--- src/wog_pkg.sv ---
// ----------------------------------------------------------------------------
// wog_pkg
// Shared types and constants of the WELL1024a record offset generator.
// ----------------------------------------------------------------------------
package wog_pkg;

  localparam int WordW           = 32;
  localparam int PosW            = 5;
  localparam int WordCount       = 32;
  localparam int NumRecW         = 21;
  localparam int SprW            = 16;
  localparam int RecIdxW         = 20;
  localparam int OffsetW         = 36;
  localparam int CfgDataW        = 21;
  localparam int RecordIndexBits = 20;
  localparam int ProdW           = WordW + NumRecW;

  // record count saturates here so the index always fits its field
  localparam logic [NumRecW-1:0] RecordLimit = NumRecW'(1 << RecordIndexBits);

  // WELL1024a taps relative to the current position
  localparam logic [PosW-1:0] Tap1 = PosW'(3);
  localparam logic [PosW-1:0] Tap2 = PosW'(24);
  localparam logic [PosW-1:0] Tap3 = PosW'(10);

  localparam int ShT1  = 8;
  localparam int ShT2  = 19;
  localparam int ShT3  = 14;
  localparam int ShA   = 11;
  localparam int ShB   = 7;
  localparam int ShC   = 13;

  typedef enum logic {
    OpLoad = 1'b0,
    OpGen  = 1'b1
  } opcode_e;

  typedef enum logic {
    CfgNumRecords       = 1'b0,
    CfgSectorsPerRecord = 1'b1
  } cfg_reg_e;

  typedef enum logic {
    CmdLoad = 1'b0,
    CmdStep = 1'b1
  } cmd_kind_e;

  typedef enum logic [2:0] {
    BkIdle,
    BkRead,
    BkWrNew,
    BkWrPrev,
    BkMulRec,
    BkMulOff,
    BkOut
  } back_state_e;

  typedef struct packed {
    opcode_e           opcode;
    logic [PosW-1:0]   seed_index;
    logic [WordW-1:0]  seed_word;
  } in_item_t;

  typedef struct packed {
    logic [WordW-1:0]   random_word;
    logic [RecIdxW-1:0] record_index;
    logic [OffsetW-1:0] sector_offset;
  } out_item_t;

  typedef struct packed {
    cmd_kind_e         kind;
    logic [PosW-1:0]   index;
    logic [WordW-1:0]  word;
  } cmd_t;

  typedef struct packed {
    logic [NumRecW-1:0] num_records;
    logic [SprW-1:0]    sectors_per_record;
  } cfg_t;

  function automatic logic [WordW-1:0] xor_right(input logic [WordW-1:0] v, input int s);
    xor_right = v ^ (v >> s);
  endfunction

  function automatic logic [WordW-1:0] xor_left(input logic [WordW-1:0] v, input int s);
    xor_left = v ^ (v << s);
  endfunction

endpackage

--- src/wog_front.sv ---
// ----------------------------------------------------------------------------
// wog_front
// Input side: takes requests, classifies them and holds them in a
// two-entry queue for the engine.
// ----------------------------------------------------------------------------
module wog_front (
  input  logic              clk_i,
  input  logic              rst_ni,
  input  logic              push_i,
  input  wog_pkg::in_item_t in_item_i,
  output logic              full_o,
  output logic              cmd_valid_o,
  output wog_pkg::cmd_t     cmd_o,
  input  logic              cmd_pop_i
);

  wog_pkg::cmd_t entries_q [2];
  logic          wr_ptr_q, wr_ptr_d;
  logic          rd_ptr_q, rd_ptr_d;
  logic [1:0]    count_q, count_d;
  logic          do_push, do_pop;
  wog_pkg::cmd_t cmd_new;

  assign full_o      = (count_q == 2'd2);
  assign cmd_valid_o = (count_q != 2'd0);
  assign cmd_o       = entries_q[rd_ptr_q];
  assign do_push     = push_i && !full_o;
  assign do_pop      = cmd_pop_i && cmd_valid_o;

  always_comb begin
    cmd_new.kind  = (in_item_i.opcode == wog_pkg::OpGen) ? wog_pkg::CmdStep : wog_pkg::CmdLoad;
    cmd_new.index = in_item_i.seed_index;
    cmd_new.word  = in_item_i.seed_word;
    wr_ptr_d      = do_push ? ~wr_ptr_q : wr_ptr_q;
    rd_ptr_d      = do_pop ? ~rd_ptr_q : rd_ptr_q;
    count_d       = count_q + 2'(do_push) - 2'(do_pop);
  end

  always_ff @(posedge clk_i or negedge rst_ni) begin
    if (!rst_ni) begin
      wr_ptr_q <= 1'b0;
      rd_ptr_q <= 1'b0;
      count_q  <= 2'd0;
    end else begin
      wr_ptr_q <= wr_ptr_d;
      rd_ptr_q <= rd_ptr_d;
      count_q  <= count_d;
    end
  end

  always_ff @(posedge clk_i) begin
    if (do_push) begin
      entries_q[wr_ptr_q] <= cmd_new;
    end
  end

endmodule

--- src/wog_back.sv ---
// ----------------------------------------------------------------------------
// wog_back
// Engine: state memory, WELL1024a step sequencer, record scaling and the
// output register.
// ----------------------------------------------------------------------------
module wog_back (
  input  logic               clk_i,
  input  logic               rst_ni,
  input  logic               cmd_valid_i,
  input  wog_pkg::cmd_t      cmd_i,
  output logic               cmd_pop_o,
  input  wog_pkg::cfg_t      cfg_i,
  input  logic               pop_i,
  output logic               empty_o,
  output wog_pkg::out_item_t out_item_o
);

  wog_pkg::back_state_e state_q, state_d;

  logic [wog_pkg::WordW-1:0] mem [wog_pkg::WordCount];
  logic [wog_pkg::WordW-1:0] rdata_q;
  logic                      mem_we, mem_re;
  logic [wog_pkg::PosW-1:0]  mem_waddr, mem_raddr;
  logic [wog_pkg::WordW-1:0] mem_wdata;

  logic [wog_pkg::PosW-1:0]  pos_q;
  logic [wog_pkg::PosW-1:0]  prev;
  logic [2:0]                rd_cnt_q;

  logic [wog_pkg::WordW-1:0] w_p_q, w_t1_q, w_t2_q, w_t3_q, w_prev_q;
  logic [wog_pkg::WordW-1:0] val_b, val_c, new_p, new_prev;
  logic [wog_pkg::WordW-1:0] word_q;

  logic [wog_pkg::NumRecW-1:0] count;
  logic [wog_pkg::ProdW-1:0]   prod_q;
  logic [wog_pkg::RecIdxW-1:0] rec;
  logic [wog_pkg::OffsetW-1:0] offset_q;

  logic                  out_valid_q;
  wog_pkg::out_item_t    out_q;
  logic                  load_out;

  assign prev     = pos_q - wog_pkg::PosW'(1);
  assign val_b    = w_p_q ^ wog_pkg::xor_right(w_t1_q, wog_pkg::ShT1);
  assign val_c    = wog_pkg::xor_left(w_t2_q, wog_pkg::ShT2)
                  ^ wog_pkg::xor_left(w_t3_q, wog_pkg::ShT3);
  assign new_p    = val_b ^ val_c;
  assign new_prev = wog_pkg::xor_left(w_prev_q, wog_pkg::ShA)
                  ^ wog_pkg::xor_left(val_b, wog_pkg::ShB)
                  ^ wog_pkg::xor_left(val_c, wog_pkg::ShC);

  assign count = (cfg_i.num_records > wog_pkg::RecordLimit) ? wog_pkg::RecordLimit
                                                            : cfg_i.num_records;
  assign rec   = prod_q[wog_pkg::WordW +: wog_pkg::RecIdxW];

  assign empty_o    = !out_valid_q;
  assign out_item_o = out_q;

  always_comb begin
    state_d   = state_q;
    cmd_pop_o = 1'b0;
    mem_we    = 1'b0;
    mem_re    = 1'b0;
    mem_waddr = pos_q;
    mem_wdata = new_p;
    mem_raddr = pos_q;
    load_out  = 1'b0;
    unique case (state_q)
      wog_pkg::BkIdle: begin
        if (cmd_valid_i) begin
          cmd_pop_o = 1'b1;
          if (cmd_i.kind == wog_pkg::CmdLoad) begin
            mem_we    = 1'b1;
            mem_waddr = cmd_i.index;
            mem_wdata = cmd_i.word;
          end else begin
            state_d = wog_pkg::BkRead;
          end
        end
      end
      wog_pkg::BkRead: begin
        // five reads issued on counts 0..4, captured on counts 1..5
        mem_re = (rd_cnt_q < 3'd5);
        unique case (rd_cnt_q)
          3'd0:    mem_raddr = pos_q;
          3'd1:    mem_raddr = pos_q + wog_pkg::Tap1;
          3'd2:    mem_raddr = pos_q + wog_pkg::Tap2;
          3'd3:    mem_raddr = pos_q + wog_pkg::Tap3;
          default: mem_raddr = prev;
        endcase
        if (rd_cnt_q == 3'd5) begin
          state_d = wog_pkg::BkWrNew;
        end
      end
      wog_pkg::BkWrNew: begin
        mem_we    = 1'b1;
        mem_waddr = pos_q;
        mem_wdata = new_p;
        state_d   = wog_pkg::BkWrPrev;
      end
      wog_pkg::BkWrPrev: begin
        mem_we    = 1'b1;
        mem_waddr = prev;
        mem_wdata = new_prev;
        state_d   = wog_pkg::BkMulRec;
      end
      wog_pkg::BkMulRec: begin
        state_d = wog_pkg::BkMulOff;
      end
      wog_pkg::BkMulOff: begin
        state_d = wog_pkg::BkOut;
      end
      wog_pkg::BkOut: begin
        if (!out_valid_q || pop_i) begin
          load_out = 1'b1;
          state_d  = wog_pkg::BkIdle;
        end
      end
      default: begin
        state_d = wog_pkg::BkIdle;
      end
    endcase
  end

  always_ff @(posedge clk_i or negedge rst_ni) begin
    if (!rst_ni) begin
      state_q     <= wog_pkg::BkIdle;
      pos_q       <= '0;
      rd_cnt_q    <= 3'd0;
      out_valid_q <= 1'b0;
    end else begin
      state_q <= state_d;
      if (state_q == wog_pkg::BkIdle) begin
        rd_cnt_q <= 3'd0;
        if (cmd_valid_i && cmd_i.kind == wog_pkg::CmdLoad) begin
          pos_q <= '0;
        end
      end else if (state_q == wog_pkg::BkRead) begin
        rd_cnt_q <= rd_cnt_q + 3'd1;
      end else if (state_q == wog_pkg::BkWrPrev) begin
        pos_q <= prev;
      end
      if (load_out) begin
        out_valid_q <= 1'b1;
      end else if (pop_i) begin
        out_valid_q <= 1'b0;
      end
    end
  end

  // state memory, one write and one registered read port
  always_ff @(posedge clk_i) begin
    if (mem_we) begin
      mem[mem_waddr] <= mem_wdata;
    end
    if (mem_re) begin
      rdata_q <= mem[mem_raddr];
    end
  end

  always_ff @(posedge clk_i) begin
    if (state_q == wog_pkg::BkRead) begin
      unique case (rd_cnt_q)
        3'd1:    w_p_q    <= rdata_q;
        3'd2:    w_t1_q   <= rdata_q;
        3'd3:    w_t2_q   <= rdata_q;
        3'd4:    w_t3_q   <= rdata_q;
        3'd5:    w_prev_q <= rdata_q;
        default: ;
      endcase
    end
    if (state_q == wog_pkg::BkWrPrev) begin
      word_q <= new_prev;
    end
    if (state_q == wog_pkg::BkMulRec) begin
      prod_q <= wog_pkg::ProdW'(word_q) * wog_pkg::ProdW'(count);
    end
    if (state_q == wog_pkg::BkMulOff) begin
      offset_q <= wog_pkg::OffsetW'(rec) * wog_pkg::OffsetW'(cfg_i.sectors_per_record);
    end
    if (load_out) begin
      out_q.random_word   <= word_q;
      out_q.record_index  <= rec;
      out_q.sector_offset <= offset_q;
    end
  end

endmodule

--- src/well1024a_offset_generator.sv ---
// ----------------------------------------------------------------------------
// well1024a_offset_generator
// WELL1024a generator that maps each new word to a random record index and
// its sector offset.
// ----------------------------------------------------------------------------
// Sequence: a taken generate request reads five state words, writes two,
//   runs the record and offset multiplies and loads the output register once
//   it is empty or popped; no request is taken before that, paced by the state
//   memory's single read port. A load writes its word and gives no result.
// Reset: position 0, num_records 1, sectors_per_record 2, queues empty; the
//   32 state words are undefined until loaded.
module well1024a_offset_generator (
  input  logic                            clk_i,
  input  logic                            rst_ni,
  input  logic                            push,
  input  wog_pkg::in_item_t               in_item_i,
  output logic                            full,
  input  logic                            pop,
  output logic                            empty,
  output wog_pkg::out_item_t              out_item_o,
  input  logic                            cfg_valid_i,
  output logic                            cfg_ready_o,
  input  wog_pkg::cfg_reg_e               cfg_index_i,
  input  logic [wog_pkg::CfgDataW-1:0]    cfg_data_i
);

  wog_pkg::cfg_t cfg_q;
  logic          cmd_valid;
  wog_pkg::cmd_t cmd;
  logic          cmd_pop;

  assign cfg_ready_o = 1'b1;

  always_ff @(posedge clk_i or negedge rst_ni) begin
    if (!rst_ni) begin
      cfg_q.num_records        <= wog_pkg::NumRecW'(1);
      cfg_q.sectors_per_record <= wog_pkg::SprW'(2);
    end else if (cfg_valid_i && cfg_ready_o) begin
      unique case (cfg_index_i)
        wog_pkg::CfgNumRecords:
          cfg_q.num_records <= cfg_data_i[wog_pkg::NumRecW-1:0];
        wog_pkg::CfgSectorsPerRecord:
          cfg_q.sectors_per_record <= cfg_data_i[wog_pkg::SprW-1:0];
        default: ;
      endcase
    end
  end

  wog_front u_front (
    .clk_i       (clk_i),
    .rst_ni      (rst_ni),
    .push_i      (push),
    .in_item_i   (in_item_i),
    .full_o      (full),
    .cmd_valid_o (cmd_valid),
    .cmd_o       (cmd),
    .cmd_pop_i   (cmd_pop)
  );

  wog_back u_back (
    .clk_i       (clk_i),
    .rst_ni      (rst_ni),
    .cmd_valid_i (cmd_valid),
    .cmd_i       (cmd),
    .cmd_pop_o   (cmd_pop),
    .cfg_i       (cfg_q),
    .pop_i       (pop),
    .empty_o     (empty),
    .out_item_o  (out_item_o)
  );

endmodule
--- config.mk ---
export PLATFORM = sky130hd
export DESIGN_NAME = well1024a_offset_generator
export DESIGN_NICKNAME = d
export VERILOG_FILES = /design/src/wog_pkg.sv /design/src/wog_front.sv /design/src/wog_back.sv /design/src/well1024a_offset_generator.sv
export SDC_FILE = /design/constraint.sdc
export NUM_CORES = 2
export LEC_CHECK = 0
export ABC_AREA = 1
export BUFFER_PORTS_ARGS = -buffer_cell sky130_fd_sc_hd__buf_2
export CORE_UTILIZATION = 58
export DETAILED_ROUTE_END_ITERATION = 10
export GPL_TIMING_DRIVEN = 0
export PLACE_DENSITY = 0.74
export SLEW_MARGIN = 20
export SYNTH_ARGS = -nofsm -noshare
export SYNTH_HDL_FRONTEND = slang
export SYNTH_SLANG_ARGS = --single-unit
--- constraint.sdc ---
create_clock -name clk_i -period 18 [get_ports clk_i]
set_input_delay 0.9 -clock clk_i [delete_from_list [all_inputs] [get_ports clk_i]]
set_output_delay 0.9 -clock clk_i [all_outputs]
set_load 0.05 [all_outputs]
==> results.md <==
* Outcome: completed
* Max-capacitance violation count at 0
* Post-synthesis xor/xnor area fraction at 0.0303
* Max Clock Skew at 82.9 ps
* Yosys top cell by area: edfxtp_1
* CTS tree: done
* Clk buf depth at 3
* DR WL/cell at 26.0 um
* Reg2reg setup slack at 8590 ps
* Fmax at 106 MHz
* Most frequent cells in the layout: edfxtp_1, inv_1, nand2_1
* Tightest Pin Transition at 1290 ps
* Max FO, Critical Path at 11
* Ratio of cells with drive above 1 in the final layout at 0.0832
* Number of remaining DRC errors at 0
* Highest Signal Layer: met5
* Vias in the first global route at 66500
* Largest net degree at the start of global routing at 50
* Netlist cell types at 54
* Synth Warn # at 0
* Worst skew pair latency at 830 ps
* Post-synth top area share at 0.481
* Synth Area in Adders at 0.215
* CP endpoint kind: flop
* Starting Density at 0.586
* Drt total wl at 285 mm
* Top post-synthesis cells by area: edfxtp_1, fa_1, inv_1, nand2_1, nor2_1
* Final hold violation count at 0
* Fraction of registers with async set or reset after synthesis at 0.0348
* Setup TNS at 0 ps
* Syn nets at 9513
* Required time of the critical path at 18540 ps
* HPWL after DPL at 219 mm
* Core Area at 157000 um^2
* Post-CTS Setup Bufs at 0
* CP most frequent cell: fa_1
* Clock Sink Count at 1521
* Placer Congestion at 1.00
* DRT iter0 DRCs at 7350
* Syn-to-layout area delta at 12.1%
* Synth Area in Simple Gates at 0.105
* Cells on worst reg2reg path at 30
* Met1 WL at 101 mm
* Dominant combinational cell family by area after synthesis: adder cells
* Num ports at 156
* Clk slew on worst S/H paths at 70 ps
* RSZ-0062 raised after global routing: no
* Max-slew headroom at 0.140
* Antenna-violating nets left at 0
* Die Footprint at 160000 um^2
* Final worst path period share at 0.523
* FF+latch count, synth at 1521
* Vias at 65200
* Port Buf Inserts at 154
* Worst Hold End: u_front.entries_q[1][4]$_DFFE_PP_
* Compound-Gate Fraction of Synth Area at 0.0741
* Primary FF master, synth: edfxtp_1
* Total grt overflow at 0
* Post-Syn Instances at 8358
* Met3 WL post-DR at 26.5 mm
* Arr. time, crit path at 9950 ps
* EDFF count, synth at 1468
* Cell Rows at 145
* Startpoint types: flop
* Worst reg2reg endpoint: u_back.prod_q[45]$_DFFE_PP_
* Crit Path Category: reg -> reg
* Pre-Repair DR Iteration Count at 6
* Initial antenna violation count at 10
* Die Ht at 400 um
* Min-Delay Startpoint: in_item_i[4]
* Hold Slack at 261 ps
* Drt via density at 5.94
* Final nets at 9946
* Seq/Total Area, Yosys at 0.495
* Setup violations, final at 0
* Metal2 WL at 135 mm
* Syn Area/Cell at 11.0 um^2
* Width of the die at 400 um
* Hold Path Class: in -> reg
* CTS Buf Count at 154
* H-tree depth at 4
* FF-to-FF Start: cfg_q[20]$_DFFE_PN0P_
* Hold Path Depth at 1
* First-pass GRT wire length at 418 mm
* Post-synthesis mux area share at 0.000491
* Critical Path Max Stage Delay at 860 ps
* Tmin final at 9410 ps
* Mapped cell area at 91700 um^2
* Root buf cell: clkbuf_16
* Fin. max-slew vios at 0
* Slowest cell on the critical path: buf_1
* All-Layer GR Usage at 0.362
* Most common cell after layout, fill and taps aside: edfxtp_1
[cell type report]
cell class | instances | area (um^2)
Buffer | 411 | 1760
Antenna cell | 2 | 5.00
Fill cell | 11700 | 53700
Clock inverter | 106 | 1050
Multi-Input combinational cell | 4964 | 39800
Sequential cell | 1521 | 45400
Inverter | 1462 | 5490
Timing Repair Buffer | 277 | 2850
Tap cell | 2058 | 2570
Clock buffer | 178 | 3940
[cell usage after synthesis, drive strengths merged, types with 3 or more instances]
cell type and n:
o21bai 5, o21a 9, ha 275, a21oi 116, o211ai 53, nand2 1164
inv 1446, clkbuf 268, a211oi 5, a21o 6, o21ai 587, a31oi 14
clkinv 16, nor2 1038, nand4 8, o221ai 25, or2 38, nand3 174
o311ai 256, edfxtp 1468, mux2 4, xnor2 147, nor4 6, xor2 170
dfrtp 51, fa 815, nor3 30, o2111ai 3, buf 143, a221oi 4
[how the worst max path moves through the flow]
| stage | startpoint | slack [ps] | to |
|---|---|---|---|
| 6_report | cfg_q[20]$_DFFE_PN0P_ | 8590 | u_back.prod_q[45]$_DFFE_PP_ |
| 3_5_place_dp | cfg_q[17]$_DFFE_PN0P_ | 8830 | u_back.prod_q[45]$_DFFE_PP_ |
| 3_3_place_gp | cfg_q[17]$_DFFE_PN0P_ | 8920 | u_back.prod_q[45]$_DFFE_PP_ |
| 5_1_grt | cfg_q[24]$_DFFE_PN0P_ | 8400 | u_back.prod_q[45]$_DFFE_PP_ |
| 2_1_floorplan | cfg_q[24]$_DFFE_PN0P_ | 11060 | u_back.prod_q[41]$_DFFE_PP_ |
| 4_1_cts | cfg_q[17]$_DFFE_PN0P_ | 8810 | u_back.prod_q[45]$_DFFE_PP_ |
[repair_timing]
| item | 4_1_cts | 5_1_grt |
|---|---|---|
| endpoints found under the hold margin | 4 | 0 |
| resized for setup | 0 | 0 |
| hold buffers | 1 | 0 |
[critical path, delay by kind of cell, from the launching register on]
kind            cells  cell delay [ps]
xor+xnor            1              150
simple gates       12             2040
compound gates      1              440
buf+inv             8             2080
flops               1              440
fa+ha+maj           8             3950
[cell families (layout without fill, tap and decap cells)]
| logic type | Yosys count | in the layout |
|---|---|---|
| and+or+nand+nor | 2462 | 2462 |
| buffers and inverters | 1873 | 2434 |
| DFF | 1521 | 1521 |
| adders and majority gates | 1090 | 1090 |
| AOI/OAI and AO/OA | 1090 | 1090 |
| xor gates and xnor gates | 317 | 317 |
| muxes | 4 | 4 |
| other | 1 | 3 |
[sequential cells by signal, indices dropped and copies added, names as in the netlist, 36 cells and up]
| register | count |
|---|---|
| cfg_q | 37 |
| u_back.mem | 1024 |
| u_back.offset_q | 36 |
| u_back.out_item_o | 88 |
| u_front.entries_q | 76 |
[layer usage]
| layer | track usage | up-vias |
|---|---|---|
| met2 | 0.588 | 3763 |
| met3 | 0.0610 | 937 |
| met1 | 0.446 | 32400 |
| met5 | 0 | - |
| li1 | - | 28100 |
| met4 | 0.249 | 4 |
[per-stage QoR]
step                setup slack, ps  instance area (um^2)   util  instances
finish                         8590                103000  0.657      11000
global route                   8400                103000  0.657      11000
CTS                            8810                103000  0.657      11000
detailed placement             8830                 97800  0.625      10700
global placement               8920                 95100  0.607      10600
floorplan                     11060                 91700      -       8358
Power is left out: the tool's default activity adds up to more than one toggle a clock period on the data nets, which glitch-free logic cannot reach.
